$ cat config.mk
export PLATFORM = sky130hd
export DESIGN_NAME = osbfa_binner
export DESIGN_NICKNAME = d
export VERILOG_FILES = /design/src/hw/rtl/osbfa_pkg.sv /design/src/hw/rtl/osbfa_binner.sv
export SDC_FILE = /design/constraint.sdc
export NUM_CORES = 2
export LEC_CHECK = 0
export BUFFER_PORTS_ARGS = -buffer_cell sky130_fd_sc_hd__buf_2
export CELL_PAD_IN_SITES_DETAIL_PLACEMENT = 2
export CELL_PAD_IN_SITES_GLOBAL_PLACEMENT = 2
export CORE_ASPECT_RATIO = 1.25
export CORE_MARGIN = 2
export CORE_UTILIZATION = 38
export DETAILED_ROUTE_END_ITERATION = 8
export PLACE_DENSITY = 0.91
export SLEW_MARGIN = 20
export SYNTH_ARGS = -nofsm -noshare
export SYNTH_HDL_FRONTEND = slang
export SYNTH_SLANG_ARGS = --single-unit
$ cat constraint.sdc
create_clock -name clk -period 18.1 [get_ports clk]
set_clock_uncertainty 0.1 [all_clocks]
set_input_delay 1.81 -clock clk [delete_from_list [all_inputs] [get_ports clk]]
set_output_delay 1.81 -clock clk [all_outputs]
set_load 0.01 [all_outputs]
$ cat src/hw/rtl/osbfa_pkg.sv
`timescale 1ns / 1ps
`default_nettype none

package osbfa_pkg;

  // field widths
  localparam int SYM_W      = 10;
  localparam int TYPE_W     = 8;
  localparam int PRICE_W    = 24;
  localparam int QTY_W      = 32;
  localparam int AMT_W      = PRICE_W + QTY_W;
  localparam int VOL_W      = 48;
  localparam int TOTAL_W    = 64;
  localparam int BIN_W      = 4;
  localparam int KIND_W     = 3;
  localparam int KINDS      = 3;

  // stream packing
  localparam int IN_DATA_W  = 192;
  localparam int OUT_DATA_W = 72;

  // edge registers
  localparam int EDGE_W     = 56;
  localparam int NUM_EDGES  = 8;
  localparam int EDGE_IDX_W = 3;
  localparam int CFG_IDX_W  = 4;

  localparam logic OP_RECORD  = 1'b0;
  localparam logic OP_READOUT = 1'b1;

  localparam logic [TYPE_W-1:0] FILL_CODE = 8'h46;

  localparam logic [KIND_W-1:0] KIND_BUY_VOL  = 3'd0;
  localparam logic [KIND_W-1:0] KIND_SELL_VOL = 3'd1;
  localparam logic [KIND_W-1:0] KIND_BOTH_VOL = 3'd2;
  localparam logic [KIND_W-1:0] KIND_BUY_AMT  = 3'd3;
  localparam logic [KIND_W-1:0] KIND_SELL_AMT = 3'd4;
  localparam logic [KIND_W-1:0] KIND_BOTH_AMT = 3'd5;

  typedef logic [NUM_EDGES-1:0][EDGE_W-1:0] edge_arr_t;

  localparam edge_arr_t EDGE_RESET = {
    56'd1000000000, 56'd500000000, 56'd200000000, 56'd100000000,
    56'd50000000,   56'd20000000,  56'd10000000,  56'd5000000
  };

  typedef enum logic [2:0] {
    ST_CLEAR,
    ST_IDLE,
    ST_BIN,
    ST_RMW,
    ST_DUMP
  } state_t;

  typedef struct packed {
    logic             buy_hit;
    logic [BIN_W-1:0] buy_bin;
    logic             sell_hit;
    logic [BIN_W-1:0] sell_bin;
  } bin_res_t;

  typedef struct packed {
    logic [KIND_W-1:0]  kind;
    logic [BIN_W-1:0]   bin;
    logic [TOTAL_W-1:0] total;
    logic               last;
  } out_beat_t;

endpackage

`default_nettype wire

$ cat src/hw/rtl/osbfa_binner.sv
`timescale 1ns / 1ps
`default_nettype none

module osbfa_binner import osbfa_pkg::*; #(
  parameter int NUM_BINS = 9
) (
  input  logic               clk,
  input  logic               rst_n,
  input  logic               start,
  input  logic [PRICE_W-1:0] trade_price,
  input  logic [QTY_W-1:0]   trade_qty,
  input  logic [PRICE_W-1:0] bid_price,
  input  logic [QTY_W-1:0]   bid_qty,
  input  logic [PRICE_W-1:0] offer_price,
  input  logic [QTY_W-1:0]   offer_qty,
  input  edge_arr_t          edges,
  output logic               done,
  output logic [AMT_W-1:0]   trade_amt,
  output bin_res_t           res
);

  logic               busy_r;
  logic [1:0]         step_r;
  logic               done_r;
  logic [AMT_W-1:0]   prod_r;
  logic [AMT_W-1:0]   amt_r;
  bin_res_t           res_r;
  logic [PRICE_W-1:0] op_a;
  logic [QTY_W-1:0]   op_b;
  logic [NUM_BINS-1:0] ge;
  logic               hit;
  logic [BIN_W-1:0]   bin;

  // one shared multiplier: trade, then bid, then offer
  always_comb begin
    unique case (step_r)
      2'd0: begin
        op_a = trade_price;
        op_b = trade_qty;
      end
      2'd1: begin
        op_a = bid_price;
        op_b = bid_qty;
      end
      default: begin
        op_a = offer_price;
        op_b = offer_qty;
      end
    endcase
  end

  // first bin whose range holds the product, else the open top bin
  always_comb begin
    ge[0] = 1'b1;
    for (int j = 1; j < NUM_BINS; j++) begin
      ge[j] = (prod_r >= edges[j-1]);
    end
    bin = BIN_W'(NUM_BINS - 1);
    for (int d = NUM_BINS - 2; d >= 0; d--) begin
      if (ge[d] && !ge[d+1]) bin = BIN_W'(d);
    end
    hit = (prod_r != '0);
  end

  always_ff @(posedge clk) begin
    if (!rst_n) begin
      busy_r <= 1'b0;
      step_r <= 2'd0;
      done_r <= 1'b0;
    end else begin
      done_r <= 1'b0;
      if (start) begin
        busy_r <= 1'b1;
        step_r <= 2'd0;
      end else if (busy_r) begin
        step_r <= step_r + 2'd1;
        if (step_r == 2'd3) begin
          busy_r <= 1'b0;
          done_r <= 1'b1;
        end
      end
    end
  end

  always_ff @(posedge clk) begin
    if (busy_r) begin
      prod_r <= {{QTY_W{1'b0}}, op_a} * {{PRICE_W{1'b0}}, op_b};
      unique case (step_r)
        2'd1: amt_r <= prod_r;
        2'd2: begin
          res_r.buy_hit <= hit;
          res_r.buy_bin <= bin;
        end
        2'd3: begin
          res_r.sell_hit <= hit;
          res_r.sell_bin <= bin;
        end
        default: ;
      endcase
    end
  end

  assign done      = done_r;
  assign trade_amt = amt_r;
  assign res       = res_r;

endmodule

`default_nettype wire

==> qor.yml <==
fillers: 11700
end_kind: "flop"
slowest_delay_ns: 0.87
vias: 40400
start_util_pct: 38.2
insertion_delay_ns: 0.47
grt_pass1_wl_mm: 324
track_usage_pct: 41.9
fin_crit_sh_pct: 62.8
synth_most_common_cell: "inv_1"
synth_commonest_cells: "inv_1 (1192), fa_1 (658), ha_1 (634), nor2_1 (462), nand2_1 (451)"
synth_top_area_share_pct: 32.8
cpMaxStageDelayCell: "buf_4"
post_cts_resized: 0
mappedNetlistArea_sq_um: 40200
cts.clk_slew.worst_paths_ns: 0.07
ctsHoldBuffers: 0
fmax_ghz: 0.0880
finalMaxSlewViolations: 0
rsz0062_at_grt: "no"
fp.coreArea_sq_um: 105000
rows: 133
dpl_cell_area_sq_um: 45500
area_growth_pct: 15.4
synthDistinctLibCells: 66
cts-root-buf: "clkbuf_16"
ys_async_sr_fraction_pct: 0
cp-start-kind: "flop"
fin_nets: 7236
final_cell_area_sq_um: 46300
antenna_found_initial: 66
cts_buffer_depth: 2
postCtsSetupBuffers: 0
cp.arrival_ns: 11.44
synth_area_leader_cell: "fa_1"
vias_per_cell: 5.93
fin_setup_tns_ns: 0
worst_ep_required_time_ns: 18.18
drc: 0
grt_max_degree: 79
grt.overflow.total: 0
grt_pass1_vias: 48000
synth_edf_count: 122
relSlewSlack_pct: 10.6
hold_viol: 0
drv_cap: 0
setup_viol: 0
synth_top_flop_cell: "edfxtp_1"
max_slew.worst_pin.slew_ns: 1.34
numCtsBuffers: 17
wl_per_cell_microns: 34.1
synth_seq_cells: 126
path_class: "reg -> reg"
dp_hpwl_mm: 186
cts_tree: "done"
dr.pass1.iters: 5
seqCellArea_sq_um: 3740
synth_nets: 6605
die_w_microns: 295
crit_family: "adder cells"
synth_area_per_cell_sq_um: 8.56
synth_area_leaders: "fa_1 (33%), ha_1 (20%), inv_1 (11%), edfxtp_1 (9.1%), nor2_1 (4.3%)"
yosysSeqAreaShare_pct: 9.32
wl_mm: 232
place_congestion: 0.954
path_max_fanout: 78
syn_inst: 4694
min_path_type: "reg -> reg"
ant_nets: 0
die_y_microns: 367
drt-initial-drc-count: 2811
layout-drive-gt1-share_pct: 15.9
critPathMostFrequentCell: "fa_1"
num_io_pins: 686
status: "finished clean"
cts_htree_levels: 4
die-area_sq_um: 108000
yosysWarnings: 0
clock-sinks: 126
multi_input_area_sq_um: 31500
path_buf_inv: 9
period_minus_slack_ns: 11.36
port_buffers: 685
routing by layer:
metal	global-route usage, %	share of wire, %
met1	39.4	31
met2	71.7	48
met3	10.9	8.4
met4	42.7	12
met5	0	0.16
placed cells by master (no fill, tap or decap), types with 9 or more instances in the layout:
master     synthesis  layout
a21oi_2            0      16
a31oi_1           11      11
o21a_1            13      13
xor2_1            17      17
nor3_1            14      14
nand4_1           84      84
diode_2            0      52
xnor2_1           36      36
buf_4              0      78
nor4_1            26      25
o31ai_1           12      12
and3_1             9       9
a21o_1           211     211
nor2b_1           27      27
nor2_1           462     461
and4_1            12      12
edfxtp_1         122     122
o21ai_0           85      85
nand2b_1          21      21
fa_1             658     658
nand3_1           22      22
a22o_1            50      50
and2_1            13      12
buf_2              0     685
inv_1           1192    1192
o211ai_1          16      16
a211oi_1          22      22
a2111oi_0         10       9
clkbuf_16          0      17
nand2_1          451     451
a21oi_1          214     189
a21oi_4            0       9
ha_1             634     632
flip-flops by register name, indices dropped and copies added (netlist names):
name / cells
done: 1
res: 10
busy_r: 1
prod_r: 56
trade_amt: 56
step_r: 2
worst paths after layout:
path	start	endpoint	slack, ns	cells past startpoint
min reg2reg	prod_r[0]	trade_amt[0]	0.45	0
min	prod_r[0]	trade_amt[0]	0.45	0
max	step_r[0]	prod_r[50]	6.74	32
max reg2reg	step_r[0]	prod_r[50]	6.74	32
layout make-up:
class / instances / area share (%)
timing repair buffer: 765 / 8.78
tap: 1417 / 3.83
sequential: 126 / 8.08
clock buffer: 17 / 0.918
inverter: 1192 / 9.66
multi-input combinational: 3223 / 68.1
antenna: 52 / 0.281
clock inverter: 15 / 0.348
worst register-to-register path, delay by kind of cell, from the launching register on:
family,cells,cell delay (ns)
AOI/OAI and AO/OA,6,1.68
xor gates and xnor gates,1,0.15
adders and majority gates,9,4.59
buffers and inverters,9,2.13
DFF,1,0.42
and+or+nand+nor,7,2.01
metrics by stage:
step,utilization (%),setup slack [ns],hold WS (ns),cells
after floorplan,-,8.98,0.350,4694
after global placement,43.3,8.04,0.411,6721
after detailed placement,43.3,7.23,0.422,6721
after CTS,43.9,7.12,0.449,6753
after global routing,44.1,6.41,0.468,6795
final,44.1,6.74,0.453,6807
logic make-up (layout without fill, tap and decap cells):
family                     after synthesis  in the layout  share of synthesized area (%)
AOI/OAI and AO/OA                      712            712                           11.9
and+or+nand+nor                       1163           1163                           12.4
buffers and inverters                 1345           1989                           12.6
muxes                                    3              3                         0.0748
other                                    0             52                              0
adders and majority gates             1292           1292                           52.6
xor gates and xnor gates                53             53                           1.16
DFF                                    126            126                           9.32
Power is left out: the tool's default activity adds up to more than one toggle a clock period on the data nets, which glitch-free logic cannot reach.
