File: config.mk
export PLATFORM = sky130hd
export DESIGN_NAME = osbfa_out_q
export DESIGN_NICKNAME = d
export VERILOG_FILES = /design/src/hw/rtl/osbfa_pkg.sv /design/src/hw/rtl/osbfa_out_q.sv
export SDC_FILE = /design/constraint.sdc
export NUM_CORES = 1
export LEC_CHECK = 0
export BUFFER_PORTS_ARGS = -buffer_cell sky130_fd_sc_hd__buf_2
export CORE_MARGIN = 2
export CORE_UTILIZATION = 59
export CTS_BUF_LIST = sky130_fd_sc_hd__clkbuf_4 sky130_fd_sc_hd__clkbuf_8
export CTS_CLUSTER_SIZE = 40
export DETAILED_ROUTE_END_ITERATION = 16
export PLACE_DENSITY = 0.88
export SETUP_SLACK_MARGIN = 0.2
export SYNTH_ARGS = -nofsm -noshare
export SYNTH_HDL_FRONTEND = slang
export SYNTH_SLANG_ARGS = --single-unit
export TNS_END_PERCENT = 20
File: constraint.sdc
create_clock -name clk -period 9.62 [get_ports clk]
set_clock_uncertainty 0.15 [all_clocks]
set_input_delay 0.481 -clock clk [delete_from_list [all_inputs] [get_ports clk]]
set_output_delay 0.481 -clock clk [all_outputs]
set_load 0.1 [all_outputs]
File: src/hw/rtl/osbfa_pkg.sv
`timescale 1ns / 1ps
`default_nettype none

package osbfa_pkg;

  // field widths
  localparam int SYM_W      = 10;
  localparam int TYPE_W     = 8;
  localparam int PRICE_W    = 24;
  localparam int QTY_W      = 32;
  localparam int AMT_W      = PRICE_W + QTY_W;
  localparam int VOL_W      = 48;
  localparam int TOTAL_W    = 64;
  localparam int BIN_W      = 4;
  localparam int KIND_W     = 3;
  localparam int KINDS      = 3;

  // stream packing
  localparam int IN_DATA_W  = 192;
  localparam int OUT_DATA_W = 72;

  // edge registers
  localparam int EDGE_W     = 56;
  localparam int NUM_EDGES  = 8;
  localparam int EDGE_IDX_W = 3;
  localparam int CFG_IDX_W  = 4;

  localparam logic OP_RECORD  = 1'b0;
  localparam logic OP_READOUT = 1'b1;

  localparam logic [TYPE_W-1:0] FILL_CODE = 8'h46;

  localparam logic [KIND_W-1:0] KIND_BUY_VOL  = 3'd0;
  localparam logic [KIND_W-1:0] KIND_SELL_VOL = 3'd1;
  localparam logic [KIND_W-1:0] KIND_BOTH_VOL = 3'd2;
  localparam logic [KIND_W-1:0] KIND_BUY_AMT  = 3'd3;
  localparam logic [KIND_W-1:0] KIND_SELL_AMT = 3'd4;
  localparam logic [KIND_W-1:0] KIND_BOTH_AMT = 3'd5;

  typedef logic [NUM_EDGES-1:0][EDGE_W-1:0] edge_arr_t;

  localparam edge_arr_t EDGE_RESET = {
    56'd1000000000, 56'd500000000, 56'd200000000, 56'd100000000,
    56'd50000000,   56'd20000000,  56'd10000000,  56'd5000000
  };

  typedef enum logic [2:0] {
    ST_CLEAR,
    ST_IDLE,
    ST_BIN,
    ST_RMW,
    ST_DUMP
  } state_t;

  typedef struct packed {
    logic             buy_hit;
    logic [BIN_W-1:0] buy_bin;
    logic             sell_hit;
    logic [BIN_W-1:0] sell_bin;
  } bin_res_t;

  typedef struct packed {
    logic [KIND_W-1:0]  kind;
    logic [BIN_W-1:0]   bin;
    logic [TOTAL_W-1:0] total;
    logic               last;
  } out_beat_t;

endpackage

`default_nettype wire

File: src/hw/rtl/osbfa_out_q.sv
`timescale 1ns / 1ps
`default_nettype none

module osbfa_out_q import osbfa_pkg::*; (
  input  logic      clk,
  input  logic      rst_n,
  input  logic      push,
  input  out_beat_t push_beat,
  input  logic      ready,
  output logic      valid,
  output out_beat_t beat,
  output logic [1:0] count
);

  out_beat_t  slot_r [0:1];
  logic       wp_r;
  logic       rp_r;
  logic [1:0] cnt_r;
  logic       pop;

  assign pop = (cnt_r != 2'd0) && ready;

  always_ff @(posedge clk) begin
    if (push) slot_r[wp_r] <= push_beat;
  end

  always_ff @(posedge clk) begin
    if (!rst_n) begin
      wp_r  <= 1'b0;
      rp_r  <= 1'b0;
      cnt_r <= 2'd0;
    end else begin
      if (push) wp_r <= ~wp_r;
      if (pop)  rp_r <= ~rp_r;
      cnt_r <= cnt_r + {1'b0, push} - {1'b0, pop};
    end
  end

  assign valid = (cnt_r != 2'd0);
  assign beat  = slot_r[rp_r];
  assign count = cnt_r;

endmodule

`default_nettype wire

==> results of run 1 <==
[how the worst max path moves through the flow]
stage | from | end | slack (ns)
2_1_floorplan | push | slot_r[0][0]$_DFFE_PP_ | 5.29
3_3_place_gp | flip-flop | beat[37] | 6.83
3_5_place_dp | flip-flop | beat[37] | 6.80
4_1_cts | flip-flop | beat[37] | 6.33
5_1_grt | flip-flop | beat[37] | 6.26
6_report | flip-flop | beat[37] | 6.39
[worst max-delay path, stage by stage, from the launching register on]
cell and delay [ns]:
sky130_fd_sc_hd__dfxtp_4 0.71, sky130_fd_sc_hd__buf_4 0.71, sky130_fd_sc_hd__mux2_4 0.29, sky130_fd_sc_hd__buf_2 0.42
[synth_stat cells]
| master | instances | area share |
|---|---|---|
| sky130_fd_sc_hd__and2_1 | 2 | 0.0022 |
| sky130_fd_sc_hd__buf_12 | 7 | 0.024 |
| sky130_fd_sc_hd__buf_6 | 1 | 0.0019 |
| sky130_fd_sc_hd__dfxtp_1 | 5 | 0.017 |
| sky130_fd_sc_hd__edfxtp_1 | 144 | 0.75 |
| sky130_fd_sc_hd__ha_1 | 2 | 0.0043 |
| sky130_fd_sc_hd__inv_1 | 2 | 0.0013 |
| sky130_fd_sc_hd__mux2_2 | 2 | 0.0039 |
| sky130_fd_sc_hd__mux2_4 | 70 | 0.18 |
| sky130_fd_sc_hd__mux2i_1 | 2 | 0.0035 |
| sky130_fd_sc_hd__nand2_1 | 1 | 0.00065 |
| sky130_fd_sc_hd__nand2b_1 | 1 | 0.0011 |
| sky130_fd_sc_hd__nor2b_1 | 3 | 0.0032 |
| sky130_fd_sc_hd__o21a_1 | 2 | 0.0026 |
| sky130_fd_sc_hd__or2_2 | 1 | 0.0011 |
| sky130_fd_sc_hd__xnor3_1 | 1 | 0.0039 |
[power by group]
part | switching (mW) | internal (mW) | total (mW)
Clock | 0.206 | 0.234 | 0.440
Combinational | 0.624 | 0.190 | 0.814
Sequential | 0.0333 | 0.755 | 0.789
[logic make-up (layout without fill, tap and decap cells)]
family,after synthesis,count (layout),synth area share
AOI/OAI and AO/OA,2,2,0.00259
and+or+nand+nor,8,8,0.00822
buffers and inverters,10,184,0.0275
DFF,149,149,0.765
muxes,74,74,0.189
adders and majority gates,2,2,0.00432
xor gates and xnor gates,1,1,0.00389
[per-layer routing]
layer,up-vias,track usage,wire length (um)
met5,-,0,0
met4,0,0.0769,189
met3,16,0.0664,508
met2,101,0.287,4880
met1,1357,0.201,3650
li1,1295,-,-
[flip-flops by register name, summed over array words and instances, names as in the netlist, named ones only]
signal  cells
wp_r        1
count       2
slot_r    144
rp_r        1
[cell type report]
type / count / area, um2
sequential: 149 / 4430
fill: 617 / 2690
multi-input combinational: 87 / 1210
timing repair buffer: 152 / 766
clock buffer: 20 / 256
tap: 133 / 166
clock inverter: 10 / 110
inverter: 2 / 7.51
==> impl_summary.md, run 1 <==
Run status
The run finished with clean final reports.

Synth
Averaged over all synthesized cells, the footprint is 23.5 um2. The mapped netlist covers 5790 um2. During synthesis, Yosys emitted a total of 0 warnings.

The number of cells produced by synthesis is 246. The post-synthesis net count is 324. Yosys mapped the design onto 16 distinct sky130hd cell types. The share of the yosys chip area belonging to registers is 0.765. Counting flops and latches in the post-synthesis netlist gives 149.

Layout
With fillers left out, the area of the finished cells amounts to around 6900 um2. Compared with the post-synthesis result, the final layout area differs by 20.1%. The number of standard cells in the layout, taps in and fillers out is 553. 0 antenna diodes ended up in the layout. The layout cell share with drive strength beyond 1 is 0.610.

The library cell used most frequently in the layout, excluding fill and tap cells, is sky130_fd_sc_hd__buf_2. The final core utilization is 0.721. The library cells used most frequently in the layout, excluding fill and tap cells, are sky130_fd_sc_hd__buf_2 (150), sky130_fd_sc_hd__edfxtp_1 (144), sky130_fd_sc_hd__mux2_4 (70). The final-stage net count is a little under 500.

Global route
The via count of the first global-routing pass was 2774. The initial antenna violation count is 0. The total overflow left after global routing is 0. The pin count of the biggest net entering global routing is 74.

The first global-routing pass estimated 13100 um of wire. In the global route stage, overall resource usage came out at 0.173.

Run
The tool flagged a number of max-cap violations equal to 0.

STA
Dividing the final minimum period by the clock period gives 0.336. At the pin with the least slew margin, the transition time is about 0.96 ns. In the post-route analysis, the smallest setup slack over all paths is 6.39 ns. The worst slack on hold paths is approximately 0.090 ns. The number of endpoints with negative hold slack in the final report is 0. The max-slew violation count is 0. Setup total negative slack on the finished layout was measured at 0 ns. The minimum period implied by the final worst setup slack is 3.23 ns. The total setup violations reported at the end of the flow is 0. The upper clock frequency limit is 309 MHz. Setup repair after global routing left no endpoint under its margin.

In this run the tightest slew margin relative to its limit is 0.358.

Placed design
The global placer's final weighted congestion is a little under 0.7. The pre-CTS setup slack is approximately 7 ns. Including well taps, the total number of placed cells is 523. The cell area after placement is between 6000 and 7000 um2. After legalization and detailed placement, the total HPWL measured 6090 um. The port buffer count is 150.

Route
The routed layout has 2769 vias. The residual DRC count is 0. The number of DRC markers in iteration 0 is just under 100. The average vias per placed instance is ~5.

The number of iterations in the first detailed-routing pass is 4. The total wire length is about 9200 um. The routed wirelength normalized by instance count is around 17 um. In this run the remaining antenna-violating nets after routing total 0.

Clocking
The clock insertion delay at the later pin of the skew report is 0.42 ns. The number of hold buffers added after CTS is 0. The post-CTS setup repair buffer count is 0. Counting every sink on the clock net gives ~150. The number of resized instances in the post-cts repair step is 0.

The TritonCTS clock tree is done. TritonCTS created 17 clock buffers. The clock passes through at most 2 buffers.

The root buffer cell chosen for the clock tree is sky130_fd_sc_hd__clkbuf_8. Clock-pin slew was measured on the worst setup and hold paths at 0.07 ns. In this run the number of H-tree levels came out at 4.

Power and ir drop
The design draws 2.04 mW. Dividing total power by cell area gives a power density of 294 nW/um2. Summed over all cells, the static leakage comes to ~2.8 nW. VDD sags by at most ~0.00032 V.

Min path
The count of cells along the worst hold path is 1. The worst min-delay path startpoint is push_beat[7]. The capture endpoint of the worst hold path is slot_r[1][7]$_DFFE_PP_.

The classification of the worst-slack hold path is primary input to flip-flop.

Floorplanning
The die covers 10600 um2. The starting density of the core is 0.600. In this run the count of I/O pins placed on the die edge is 151. The core region is 9640 um2. The number of rows in the core area is 36. The horizontal die dimension is 103 um. The y dimension of the die is between 100 and 150 um.

Worst setup path
For the worst flop-to-flop path, the logic depth is 1. The end of the worst register-to-register path is slot_r[1][66]$_DFFE_PP_. Data on the critical path is required at its endpoint by 8.99 ns. The arrival time reported for the critical path endpoint is 2.60 ns. The kind of end point of the critical path is a primary output. The launch point of the worst reg-to-reg path is wp_r$_SDFFE_PN0P_. The highest net fanout along the worst path is 42. The kind of critical path is flip-flop to primary output. The register-to-register path setup slack is roughly 8 ns. The kind of start point of the critical path is a flip-flop.
Note: power is estimated with default switching activity, not from simulation.
==> inputs of run 2 (changes only) <==
--- a/config.mk
+++ b/config.mk
@@ -5,13 +5,14 @@
 export SDC_FILE = /design/constraint.sdc
 export NUM_CORES = 1
 export LEC_CHECK = 0
+export ABC_AREA = 1
 export BUFFER_PORTS_ARGS = -buffer_cell sky130_fd_sc_hd__buf_2
 export CORE_MARGIN = 2
-export CORE_UTILIZATION = 59
+export CORE_UTILIZATION = 49
 export CTS_BUF_LIST = sky130_fd_sc_hd__clkbuf_4 sky130_fd_sc_hd__clkbuf_8
 export CTS_CLUSTER_SIZE = 40
 export DETAILED_ROUTE_END_ITERATION = 16
-export PLACE_DENSITY = 0.88
+export PLACE_DENSITY = 0.78
 export SETUP_SLACK_MARGIN = 0.2
 export SYNTH_ARGS = -nofsm -noshare
 export SYNTH_HDL_FRONTEND = slang
==> constraint.sdc (replaced) <==
create_clock -name clk -period 2.8 [get_ports clk]
set_clock_uncertainty 0.15 [all_clocks]
set_input_delay 0.14 -clock clk [delete_from_list [all_inputs] [get_ports clk]]
set_output_delay 0.14 -clock clk [all_outputs]
set_load 0.1 [all_outputs]
==> impl_summary.md, run 2 <==
Synth
Ranked by instance count, the synthesized netlist is headed by sky130_fd_sc_hd__edfxtp_1 (144), sky130_fd_sc_hd__mux2_4 (70), sky130_fd_sc_hd__nor2_1 (9). The average cell area after synthesis is 22.3 um2 (-5.1%). The dominant cell by count in the synthesized netlist is sky130_fd_sc_hd__edfxtp_1. The number of cells produced by synthesis is 259 (+5.3%). Among all flip-flop cells after synthesis, the most frequent one is sky130_fd_sc_hd__edfxtp_1. The total of flip-flops plus latches after synthesis is 149 (unchanged). The number of distinct library cells after synthesis was 12 (-4). Ranked by total cell area, the synthesized netlist is headed by sky130_fd_sc_hd__edfxtp_1 (75%), sky130_fd_sc_hd__mux2_4 (18%), sky130_fd_sc_hd__buf_12 (2.4%), sky130_fd_sc_hd__dfxtp_1 (1.7%), sky130_fd_sc_hd__nor2_1 (0.58%). The post-synthesis net count is 337 (+4.0%).

Summed over all instances, the cell type with the most area after synthesis is sky130_fd_sc_hd__edfxtp_1. The number of synthesized flops with an enable pin is 144 (unchanged). The area of the mapped netlist came to 5780 um2 (about the same).

The fraction of post-synthesis cell area in the top cell type by area is 0.748 (about the same). The share of the yosys chip area belonging to registers was 0.765 (about the same). The fraction of registers with async set or reset after synthesis is 0 (unchanged). The warning count from the yosys run is 0 (unchanged).

Run status
The flow ran to the end, and the final reports show no timing, DRC or antenna violations.

Floorplanning
The starting density of the core was 0.504 (-0.0960). The horizontal die dimension came to 113 um (+9.3%). The full die area is 12700 um2 (+20%). The area of the core is 11500 um2 (+19%). The number of top-level design ports was 151 (unchanged). The number of rows in the core area was 39 (+8.3%). The y dimension of the die is 113 um (+9.3%).

Global route
The first-pass GRT wire length is 15600 um (+19%). The all-layer global routing usage is 0.165 (-0.00803). The total overflow reported by the global router is 0 (unchanged). The via count of the first global-routing pass was 3254 (+17%). The initial antenna violation count was 0 (unchanged). The pin count of the biggest net entering global routing is 40 (-46%).

Run
The max-capacitance violation count is 0 (unchanged).

Route
The residual DRC count came to 0 (unchanged). The number of iterations in the first detailed-routing pass was 6 (+2). The number of DRC markers in iteration 0 is 118 (+20%).

The antenna violation net count after detailed routing is 0 (unchanged). The total via count in the routed design is 3131 (+13%). The total wire length is 10300 um (+12%). The routed wirelength normalized by instance count is 15.6 um (-6.3%).

The average vias per placed instance came to 4.75 (-5.1%).

STA
The relative max-transition margin is 0.660 (+0.303). Counting I/O delays and the setup requirement, the final critical path takes roughly 2.3 ns. The transition time at the pin with the least slew margin is 0.513 ns (-0.450 ns). The upper clock frequency limit is 435 MHz. The worst slack on hold paths came to 0.285 ns (+0.195 ns). The final worst-path cycle share is 0.821. The final critical-path setup slack is 0.503 ns (-5.88 ns). The max-slew violation count is 0 (unchanged).

The number of endpoints with negative hold slack in the final report is 0 (unchanged). The total setup violations reported at the end of the flow was 0 (unchanged). Setup repair after global routing left no endpoint under its margin.

The accumulated negative setup slack is 0 ns (unchanged).

Layout
The number of standard cells in the layout, taps in and fillers out is 659 (+19%). The number of filler instances in the final layout is 703 (+14%). The final-stage net count is 581 (+19%). The multi-input gate area in the final layout is 1180 um2 (-2.4%).

The layout cell share with drive strength beyond 1 was 0.510 (-0.0998). The most frequent standard cell in the layout excluding fill and tap cells is sky130_fd_sc_hd__buf_2. Leaving out fill and tap cells, the most frequent cells in the layout are sky130_fd_sc_hd__buf_2 (150), sky130_fd_sc_hd__edfxtp_1 (144), sky130_fd_sc_hd__dlygate4sd3_1 (77). The total inserted antenna cells is 0 (unchanged). The final non-filler cell area is 7910 um2 (+14%). The number of flip-flops under the largest register name is 144 (unchanged). The area taken by flip-flops and latches came to 4430 um2 (unchanged).

The area growth from synthesis to layout is 36.8%. slot_r holds more flip-flops than any other register.

Worst setup path
The required time of the critical path is 2.51 ns (-6.48 ns). The path depth of the worst reg2reg path was 5 (+4). The highest net fanout along the worst path is 21 (-50%). In this design, the largest share of critical-path delay is due to buffers and inverters. The cell at the slowest stage of the critical path is sky130_fd_sc_hd__dfxtp_4. The register-to-register path setup slack was 0.86 ns (-6.99 ns). The kind of start point of the critical path is a flip-flop.

The arrival time reported for the critical path endpoint is 2.01 ns (-0.59 ns). The number of buffers and inverters on the critical path was 2 (unchanged). STA classifies the critical path endpoint as a primary output. The startpoint identified for the worst register-to-register timing path is wp_r$_SDFFE_PN0P_. The highest cell delay on the worst timing path is 0.51 ns (-0.20 ns). The signal on the critical path passes through buf_4 > mux2_4 > buf_2. The worst setup path is of the flip-flop to primary output kind. In this run the critical register-to-register path is captured at wp_r$_SDFFE_PN0P_.

Clocking
The number of clock buffers inserted by TritonCTS came to 17 (unchanged). The clock edge transition at the registers on the reported setup and hold paths is 0.08 ns (about the same). The number of buffers on the longest clock path was 2 (unchanged).

The clock sink count is 149 (unchanged). The TritonCTS clock tree is done. The root buffer cell is sky130_fd_sc_hd__clkbuf_8. The H-tree depth is 4 (unchanged).

The post-CTS setup repair buffer count came to 0 (unchanged). The clock insertion delay at the later pin of the skew report is 0.43 ns (about the same).

Power and ir drop
The power per cell area is 951 nW/um2 (+220%). The worst ir drop on vdd is 0.000727 V (+130%). The leakage power figure was 3.21 nW (+16%).

Placed design
The cell area after placement came to 6640 um2 (+0.95%). The instance count after placement with tap cells included was 550 (+5.2%). The global placer's final weighted congestion is 0.713 (+3.4%).

The pre-CTS setup slack is 0.964 ns (-5.84 ns). The port buffer count was 150 (unchanged). The sum of net half-perimeters after detailed placement was 6160 um (+1.2%).

Min path
The classification of the worst-slack hold path is primary input to flip-flop. The count of cells along the worst hold path was 2 (+1). The worst hold path begins at push_beat[22]. The capture endpoint of the worst hold path is slot_r[1][22]$_DFFE_PP_.
[run 2: cell count changes after synthesis, moves of 2 or more]
cell                      before  now
sky130_fd_sc_hd__nor2_1        0    9
sky130_fd_sc_hd__nand2_1       1    8
sky130_fd_sc_hd__inv_1         2    8
sky130_fd_sc_hd__nor2b_1       3    0
sky130_fd_sc_hd__and2_1        2    0
sky130_fd_sc_hd__mux2i_1       2    0
sky130_fd_sc_hd__nand3_1       0    2
sky130_fd_sc_hd__o21a_1        2    0
[run 2: logic make-up after synthesis]
group           Yosys count  share of synthesized area
fa+ha+maj                 2                    0.00433
mux                      72                      0.186
simple gates             19                     0.0128
buf+inv                  16                     0.0314
flops                   149                      0.765
compound gates            1                   0.000865
[run 2: worst register-to-register path: stages, from the launching register on]
cell                            delay (ns)
sky130_fd_sc_hd__dfxtp_1              0.40
sky130_fd_sc_hd__nand2_1              0.11
sky130_fd_sc_hd__nand2_1              0.06
sky130_fd_sc_hd__dlygate4sd3_1        0.54
sky130_fd_sc_hd__nor2_1               0.04
sky130_fd_sc_hd__dlygate4sd3_1        0.54
[run 2: per-stage QoR]
step	util	total power, mW
6_report	0.690	7.53
5_1_grt	0.690	7.76
4_1_cts	0.690	7.57
3_5_place_dp	0.579	5.51
3_3_place_gp	0.579	5.48
2_1_floorplan	-	5.26
[run 2: what timing repair did]
item / CTS / global route
endpoints found under the hold margin: 149 / 0
hold buffers: 77 / 0
resized for setup: 0 / 0
[run 2: worst max-delay path by stage]
stage                                 start                endpoint  cells after the start
after detailed placement          flip-flop                beat[12]                      3
after CTS                         flip-flop                beat[27]                      3
final                             flip-flop                beat[19]                      3
after global routing              flip-flop                beat[19]                      3
after floorplan           wp_r$_SDFFE_PN0P_  slot_r[1][0]$_DFFE_PP_                      2
after global placement            flip-flop                beat[33]                      3
[run 2: metal layers]
metal,global-route usage,wire length [um]
met4,0.0886,244
met1,0.188,4020
met5,0,0
met3,0.0410,609
met2,0.285,5430
[run 2: power breakdown]
part           internal, mW  switching, mW
registers              2.60         0.0747
logic                 0.695           2.18
clock network          1.25          0.729
total                  4.54           2.98
[run 2: cell type report]
cell class	count	area share
inverters	8	0.00395
clock buffers	23	0.0376
clock inverters	9	0.0251
multi-input cells	94	0.150
repair buffers	233	0.201
flip-flops and latches	149	0.560
well taps	143	0.0226
